### config.mk
export PLATFORM = sky130hd
export DESIGN_NAME = lru_block_buffer_cache
export DESIGN_NICKNAME = d
export VERILOG_FILES = /design/src/rtl/lbbc_pkg.sv /design/src/rtl/lbbc_ctrl.sv /design/src/rtl/lbbc_dp.sv /design/src/rtl/lru_block_buffer_cache.sv
export SDC_FILE = /design/constraint.sdc
export NUM_CORES = 2
export LEC_CHECK = 0
export ABC_CLOCK_PERIOD_IN_PS = 18000
export BUFFER_PORTS_ARGS = -buffer_cell sky130_fd_sc_hd__buf_4
export CAP_MARGIN = 25
export CORE_MARGIN = 1.5
export CORE_UTILIZATION = 35
export DETAILED_ROUTE_END_ITERATION = 16
export MAX_ROUTING_LAYER = met4
export PLACE_DENSITY = 0.47
export SKIP_CTS_REPAIR_TIMING = 1
export SYNTH_ARGS = -nofsm -noshare
export SYNTH_HDL_FRONTEND = slang
export SYNTH_SLANG_ARGS = --single-unit
### constraint.sdc
create_clock -name clk -period 18 [get_ports clk]
set_clock_uncertainty 0.15 [all_clocks]
set_input_delay 0.9 -clock clk [delete_from_list [all_inputs] [get_ports clk]]
set_output_delay 0.9 -clock clk [all_outputs]
set_load 0.005 [all_outputs]
### src/rtl/lbbc_pkg.sv
// ----------------------------------------------------------------------------
// lbbc_pkg
// Shared types and codes for the buffer cache controller and datapath.
// ----------------------------------------------------------------------------
package lbbc_pkg;

  localparam logic [2:0] REQ_GET     = 3'd0;
  localparam logic [2:0] REQ_RELEASE = 3'd1;
  localparam logic [2:0] REQ_PIN     = 3'd2;
  localparam logic [2:0] REQ_UNPIN   = 3'd3;
  localparam logic [2:0] REQ_TICK    = 3'd4;

  localparam logic [1:0] ST_OK     = 2'd0;
  localparam logic [1:0] ST_NOFREE = 2'd1;
  localparam logic [1:0] ST_COUNT  = 2'd2;

  typedef struct packed {
    logic [2:0]  req_type;
    logic [7:0]  device_id;
    logic [31:0] block_number;
    logic [4:0]  slot_index;
  } lbbc_in_t;

  typedef struct packed {
    logic [4:0] slot_out;
    logic       was_hit;
    logic       needs_read;
    logic [1:0] status;
  } lbbc_out_t;

  typedef enum logic [2:0] {
    S_IDLE,
    S_SCAN,
    S_READ,
    S_EXEC,
    S_OUT
  } lbbc_state_t;

  typedef struct packed {
    logic load;
    logic scan_start;
    logic scan_step;
    logic read_slot;
    logic exec;
  } lbbc_cmd_t;

  typedef struct packed {
    logic scan_done;
  } lbbc_stat_t;

endpackage

### src/rtl/lbbc_ctrl.sv
// ----------------------------------------------------------------------------
// lbbc_ctrl
// Sequencer for request load, slot scan, single-slot read, update and output.
// ----------------------------------------------------------------------------
module lbbc_ctrl import lbbc_pkg::*; (
  input  logic       clk,
  input  logic       rst_n,
  input  logic       in_valid,
  output logic       in_ready,
  input  lbbc_in_t   in_data,
  output logic       out_valid,
  input  logic       out_ready,
  output lbbc_cmd_t  cmd,
  input  lbbc_stat_t stat
);

  lbbc_state_t state_r, state_nxt;

  always_ff @(posedge clk) begin
    if (!rst_n) begin
      state_r <= S_IDLE;
    end else begin
      state_r <= state_nxt;
    end
  end

  always_comb begin
    state_nxt = state_r;
    cmd       = '0;
    in_ready  = (state_r == S_IDLE);
    out_valid = (state_r == S_OUT);
    case (state_r)
      S_IDLE: begin
        if (in_valid) begin
          cmd.load = 1'b1;
          if (in_data.req_type == REQ_GET) begin
            cmd.scan_start = 1'b1;
            state_nxt = S_SCAN;
          end else begin
            state_nxt = S_READ;
          end
        end
      end
      S_SCAN: begin
        cmd.scan_step = 1'b1;
        if (stat.scan_done) begin
          state_nxt = S_EXEC;
        end
      end
      S_READ: begin
        cmd.read_slot = 1'b1;
        state_nxt = S_EXEC;
      end
      S_EXEC: begin
        cmd.exec  = 1'b1;
        state_nxt = S_OUT;
      end
      S_OUT: begin
        if (out_ready) begin
          state_nxt = S_IDLE;
        end
      end
      default: state_nxt = S_IDLE;
    endcase
  end

endmodule

### src/rtl/lbbc_dp.sv
// ----------------------------------------------------------------------------
// lbbc_dp
// Slot tables, sequential tag and age scan, count and time update.
// ----------------------------------------------------------------------------
module lbbc_dp import lbbc_pkg::*; #(
  parameter int NUM_SLOTS = 32
) (
  input  logic       clk,
  input  logic       rst_n,
  input  lbbc_in_t   in_data,
  input  lbbc_cmd_t  cmd,
  output lbbc_stat_t stat,
  output lbbc_out_t  out_data
);

  localparam int IW = (NUM_SLOTS > 1) ? $clog2(NUM_SLOTS) : 1;
  localparam int CW = $clog2(NUM_SLOTS + 1);

  logic [7:0]  tag_dev_r  [NUM_SLOTS];
  logic [31:0] tag_blk_r  [NUM_SLOTS];
  logic [7:0]  cnt_r      [NUM_SLOTS];
  logic [31:0] time_r     [NUM_SLOTS];
  logic [NUM_SLOTS-1:0] valid_r;
  logic [NUM_SLOTS-1:0] init_r;
  logic [31:0] tick_r;

  lbbc_in_t    req_r;
  logic [CW-1:0] idx_r;
  logic        hit_r, found_r;
  logic [IW-1:0] hit_idx_r, best_idx_r;
  logic [31:0] best_time_r;
  logic        slot_ok_r;
  logic [7:0]  rcnt_r;
  logic        rvalid_r;
  lbbc_out_t   out_r, out_nxt;

  logic          rd_vld_r;
  logic [IW-1:0] rd_idx_r;
  logic          rd_init_r, rd_valid_r;
  logic [7:0]    rd_dev_r, rd_cnt_r;
  logic [31:0]   rd_blk_r, rd_time_r;

  logic [IW-1:0] ci, ra;
  logic [7:0]  c_dev, c_cnt;
  logic [31:0] c_blk, c_time;
  logic        cnt_err;

  logic [IW-1:0] sel;
  logic          sel_ok;
  logic [31:0]   sidx;
  always_comb begin
    sidx   = {27'd0, req_r.slot_index};
    sel_ok = (sidx < 32'(NUM_SLOTS));
    sel    = IW'(req_r.slot_index);
  end

  assign ci     = idx_r[IW-1:0];
  assign ra     = cmd.scan_step ? ci : sel;
  assign c_dev  = rd_init_r ? rd_dev_r  : 8'd0;
  assign c_blk  = rd_init_r ? rd_blk_r  : 32'd0;
  assign c_cnt  = rd_init_r ? rd_cnt_r  : 8'd0;
  assign c_time = rd_init_r ? rd_time_r : 32'd0;

  assign cnt_err = (req_r.req_type == REQ_PIN) ? (c_cnt == 8'hFF) : (c_cnt == 8'd0);

  assign stat.scan_done = hit_r || (rd_vld_r && rd_idx_r == IW'(NUM_SLOTS - 1));
  assign out_data = out_r;

  always_ff @(posedge clk) begin
    if (cmd.scan_step || cmd.read_slot) begin
      rd_dev_r   <= tag_dev_r[ra];
      rd_blk_r   <= tag_blk_r[ra];
      rd_cnt_r   <= cnt_r[ra];
      rd_time_r  <= time_r[ra];
      rd_init_r  <= init_r[ra];
      rd_valid_r <= valid_r[ra];
      rd_idx_r   <= ra;
    end
  end

  always_ff @(posedge clk) begin
    if (cmd.load) begin
      req_r <= in_data;
    end
    if (cmd.scan_start) begin
      idx_r    <= '0;
      hit_r    <= 1'b0;
      found_r  <= 1'b0;
      rd_vld_r <= 1'b0;
    end
    if (cmd.scan_step) begin
      idx_r    <= idx_r + CW'(1);
      rd_vld_r <= 1'b1;
      if (rd_vld_r && !hit_r) begin
        if (c_dev == req_r.device_id && c_blk == req_r.block_number) begin
          hit_r     <= 1'b1;
          hit_idx_r <= rd_idx_r;
          rcnt_r    <= c_cnt;
          rvalid_r  <= rd_valid_r;
        end else if (c_cnt == 8'd0 && (!found_r || c_time < best_time_r)) begin
          found_r     <= 1'b1;
          best_idx_r  <= rd_idx_r;
          best_time_r <= c_time;
        end
      end
    end
    if (cmd.read_slot) begin
      slot_ok_r <= sel_ok;
    end
  end

  always_comb begin
    out_nxt = '0;
    case (req_r.req_type)
      REQ_GET: begin
        if (hit_r) begin
          out_nxt.slot_out = 5'(hit_idx_r);
          out_nxt.was_hit  = 1'b1;
          if (rcnt_r == 8'hFF) begin
            out_nxt.status = ST_COUNT;
          end else begin
            out_nxt.needs_read = !rvalid_r;
          end
        end else if (!found_r) begin
          out_nxt.status = ST_NOFREE;
        end else begin
          out_nxt.slot_out   = 5'(best_idx_r);
          out_nxt.needs_read = 1'b1;
        end
      end
      REQ_RELEASE, REQ_PIN, REQ_UNPIN: begin
        out_nxt.slot_out = req_r.slot_index;
        if (slot_ok_r && cnt_err) begin
          out_nxt.status = ST_COUNT;
        end
      end
      default: begin
      end
    endcase
  end

  always_ff @(posedge clk) begin
    if (!rst_n) begin
      valid_r <= '0;
      init_r  <= '0;
      tick_r  <= '0;
    end else if (cmd.exec) begin
      out_r <= out_nxt;
      case (req_r.req_type)
        REQ_GET: begin
          if (hit_r) begin
            if (rcnt_r != 8'hFF) begin
              if (!init_r[hit_idx_r]) begin
                tag_dev_r[hit_idx_r] <= 8'd0;
                tag_blk_r[hit_idx_r] <= 32'd0;
              end
              init_r[hit_idx_r]  <= 1'b1;
              cnt_r[hit_idx_r]   <= rcnt_r + 8'd1;
              time_r[hit_idx_r]  <= tick_r;
              valid_r[hit_idx_r] <= 1'b1;
            end
          end else if (found_r) begin
            if (!init_r[best_idx_r]) begin
              time_r[best_idx_r] <= 32'd0;
            end
            init_r[best_idx_r]    <= 1'b1;
            tag_dev_r[best_idx_r] <= req_r.device_id;
            tag_blk_r[best_idx_r] <= req_r.block_number;
            cnt_r[best_idx_r]     <= 8'd1;
            valid_r[best_idx_r]   <= 1'b1;
          end
        end
        REQ_TICK: begin
          tick_r <= tick_r + 32'd1;
        end
        REQ_RELEASE, REQ_PIN, REQ_UNPIN: begin
          if (slot_ok_r && !cnt_err) begin
            if (req_r.req_type == REQ_PIN) begin
              cnt_r[sel] <= c_cnt + 8'd1;
            end else begin
              cnt_r[sel] <= c_cnt - 8'd1;
            end
            if (req_r.req_type == REQ_RELEASE && c_cnt == 8'd1) begin
              time_r[sel] <= tick_r;
            end else if (!rd_init_r) begin
              time_r[sel] <= 32'd0;
            end
            if (!rd_init_r) begin
              tag_dev_r[sel] <= 8'd0;
              tag_blk_r[sel] <= 32'd0;
              init_r[sel]    <= 1'b1;
            end
          end
        end
        default: begin
        end
      endcase
    end
  end

endmodule

### src/rtl/lru_block_buffer_cache.sv
// ----------------------------------------------------------------------------
// lru_block_buffer_cache
// Buffer slot table with full tag search and least-recently-used recycling.
// ----------------------------------------------------------------------------
// Channel  Direction  Handshake              Payload
// in       input      in_valid / in_ready    lbbc_in_t  in_data
// out      output     out_valid / out_ready  lbbc_out_t out_data
//
// A get scans the table one slot per cycle over registered table reads and
// ends early on a tag hit. Other requests read a single slot instead of scanning.
// One item is in flight at a time.
// Reset clears all slots at once through per-slot init bits.
// The result is held in out_data until out_ready is seen.
// ----------------------------------------------------------------------------
module lru_block_buffer_cache import lbbc_pkg::*; #(
  parameter int NUM_SLOTS = 32
) (
  input  logic      clk,
  input  logic      rst_n,
  input  logic      in_valid,
  output logic      in_ready,
  input  lbbc_in_t  in_data,
  output logic      out_valid,
  input  logic      out_ready,
  output lbbc_out_t out_data
);

  lbbc_cmd_t  cmd;
  lbbc_stat_t stat;

  lbbc_ctrl u_ctrl (
    .clk(clk), .rst_n(rst_n), .in_valid(in_valid), .in_ready(in_ready),
    .in_data(in_data), .out_valid(out_valid), .out_ready(out_ready),
    .cmd(cmd), .stat(stat)
  );

  lbbc_dp #(.NUM_SLOTS(NUM_SLOTS)) u_dp (
    .clk(clk), .rst_n(rst_n), .in_data(in_data), .cmd(cmd),
    .stat(stat), .out_data(out_data)
  );

endmodule
==> flow_metrics.tcl <==
set metrics [dict create \
    status "completed" \
    hpwl_um 177200 \
    yosys_warnings 0 \
    core-area_um2 331100 \
    yosysUniqueCellTypes 71 \
    dr.pass1.iters 6 \
    grt_usage_pct 20.75 \
    period_minus_slack_ns 6.485 \
    critPathMaxFanout 139 \
    drc 0 \
    drtIter0Drc 6551 \
    globalplace.congestion 0.8277 \
    die-width_um 580.4 \
    cts.path.max_buffers 4 \
    fmax_ghz 0.1542 \
    start_kind "register" \
    irDropWorstVdd_v 0.00009282 \
    p_clk_share_pct 40.6 \
    pwr-share-comb_pct 12.0 \
    p_sw_share_pct 25.74 \
    maxCapViolations 0 \
    cts-root-buf "clkbuf_16" \
    multi_input_area_um2 29960 \
    antenna_left 0 \
    cts_made_buffers 318 \
    tightestPinTransition_ns 1.247 \
    syn2layout_area_growth_pct 14.88 \
    synthArstFlopShare_pct 0 \
    ios 63 \
    fillers 30260 \
    seq_area_um2 84920 \
    dieArea_um2 336900 \
    avgSynthCellArea_um2 15.14 \
    synth_top_area_share_pct 71.02 \
    die_h_um 580.4 \
    ys_ff_latch 2862 \
    grt_antenna_before_repair 7 \
    worst_hold_path_type "primary input to register" \
    grt_pass1_wl_um 497100 \
    tns_ns 0 \
    overflow 0 \
    syn_inst 7710 \
    synth.largest_area_cell "edfxtp_1" \
    clk_pin_slew_worst_paths_ns 0.06 \
    wl_per_cell_um 27.98 \
    arrival_ns 7.03 \
    ctsHtreeMaxLevel 5 \
    initial_core_util_pct 35.25 \
    intPower_mw 11.65 \
    nets 7938 \
    synth_area_um2 116700 \
    setup_viol 0 \
    power_frac_seq_pct 47.4 \
    synth_area_leaders "edfxtp_1 71%, mux2i_1 5.9%, nand2_1 5.0%" \
    vias 68170 \
    drt-total-wl_um 348800 \
    drv_slew 0 \
    timing.slew.headroom_pct 16.86 \
    cts_tree "built" \
    synth_edf_count 2760 \
    timing.final.crit_share_pct 36.03 \
    crit_required_ns 18.55 \
    p_per_area_nw_per_um2 117.0 \
    hold_viol_final 0 \
    path_class "register to register" \
    fin_util_pct 40.49 \
    switchingPower_mw 4.039 \
    drive_above_1_share_pct 12.47 \
    via_per_inst 5.467 \
    rows 211 \
    leakagePower_nw 47.21 \
    portBuffers 62 \
    synth_ff_type "edfxtp_1" \
    crit_path_end_kind "register" \
    grt_pass1_vias 66960 \
    cts.sink_count 2862 \
    rsz0062_at_grt "no" \
    grt_max_degree 162 \
    synthesis.nets 7799 \
    synth-seq-area-share_pct 72.77 \
    insertion_delay_ns 0.93 \
]
final timing paths:
path                                  start  cells after the start                           end  slack [ns]
max          u_ctrl.state_r[0]$_SDFFE_PN0P_                     12  u_dp.rd_time_r[11]$_DFFE_PP_       11.51
min                             in_data[46]                      1      u_dp.req_r[46]$_DFFE_PP_        0.04
max reg2reg  u_ctrl.state_r[0]$_SDFFE_PN0P_                     12  u_dp.rd_time_r[11]$_DFFE_PP_       11.51
min reg2reg       u_dp.rd_valid_r$_DFFE_PP_                      0       u_dp.rvalid_r$_DFFE_PP_        0.28
critical path, stage by stage (launching register included):
cell and delay (ns):
dfxtp_1 0.46, or3b_2 0.66, mux2i_4 0.25, buf_4 0.39, inv_8 0.63, buf_12 0.62
buf_4 0.77, buf_4 0.80, nand2_1 0.14, and3_1 0.21, a311oi_1 0.26, o31ai_1 0.13
o21ai_0 0.22
synthesized netlist by cell type (all sizes together), types with 6 or more instances:
cell	number
mux4	175
nor2b	9
nand2	1558
xnor2	29
a31oi	7
mux2	6
nand3	48
inv	57
nor3b	8
a311oi	329
nor4	38
mux2i	683
nand2b	6
and2	123
nor3	20
o22ai	48
a21oi	54
o21a	38
edfxtp	2760
o311ai	86
buf	175
and3	339
dfxtp	102
or3	8
nor2	231
a22oi	50
nand3b	27
clkbuf	322
o31ai	83
o21ai	128
ha	37
nand4	17
o211ai	6
a21o	15
xor2	35
power by group through the flow:
stage               Combinational [mW]  Clock [mW]  Sequential [mW]
detailed placement                1.88           0             7.58
CTS                               1.89        6.50             7.44
global placement                  1.87           0             7.58
global route                      2.01        6.73             7.45
floorplan                         1.25           0             7.53
finish                            1.88        6.37             7.44
layout make-up:
class / count / area share (%)
Clock inverter: 166 / 1.188
Multi-Input combinational cell: 4292 / 22.35
Inverter: 59 / 0.1820
Timing Repair Buffer: 316 / 2.536
Antenna cell: 5 / 0.009333
Clock buffer: 403 / 6.316
Tap cell: 4366 / 4.075
Sequential cell: 2862 / 63.35
stage by stage:
| step | hold WS, ns | instances | total power [mW] | area (um2) | worst slack (ns) |
|---|---|---|---|---|---|
| 2_1_floorplan | 0.2503 | 7710 | 8.779 | 116700 | 10.85 |
| 3_3_place_gp | 0.2641 | 11810 | 9.452 | 122400 | 11.70 |
| 3_5_place_dp | 0.2671 | 11830 | 9.457 | 122800 | 11.64 |
| 4_1_cts | -0.07826 | 12400 | 15.82 | 132900 | 11.59 |
| 5_1_grt | -0.0006574 | 12470 | 16.19 | 134100 | 11.29 |
| 6_report | 0.04357 | 12470 | 15.69 | 134100 | 11.51 |
per-layer routing:
layer,track usage [%],part of all wire (%),up-vias
li1,-,-,29930
met1,28.25,45,35870
met2,33.64,49,1904
met3,2.032,4.7,459
met4,4.826,2.1,0
met5,-,0,-
kinds of logic after synthesis:
family	share of synthesized area (%)
compound gates	5.675
xor+xnor	0.4803
fa+ha+maj	0.3967
buf+inv	2.062
flops	72.77
mux	9.310
simple gates	9.303
layout by cell type, fill, tap and decap left out, drive strengths merged, types with 128 or more instances in the layout:
| cell | synthesis | routed |
|---|---|---|
| nand2 | 1558 | 1558 |
| buf | 175 | 282 |
| nor2 | 231 | 231 |
| mux4 | 175 | 175 |
| edfxtp | 2760 | 2760 |
| o21ai | 128 | 128 |
| and3 | 339 | 339 |
| clkbuf | 322 | 411 |
| a311oi | 329 | 329 |
| mux2i | 683 | 683 |
state kept, by name (all words and copies together), names as in the netlist, 43 cells and up:
signal          count
u_dp.tag_blk_r   1024
u_dp.req_r         43
u_dp.time_r      1024
u_dp.cnt_r        256
u_dp.tag_dev_r    256
(Power assumes the default switching activity.)
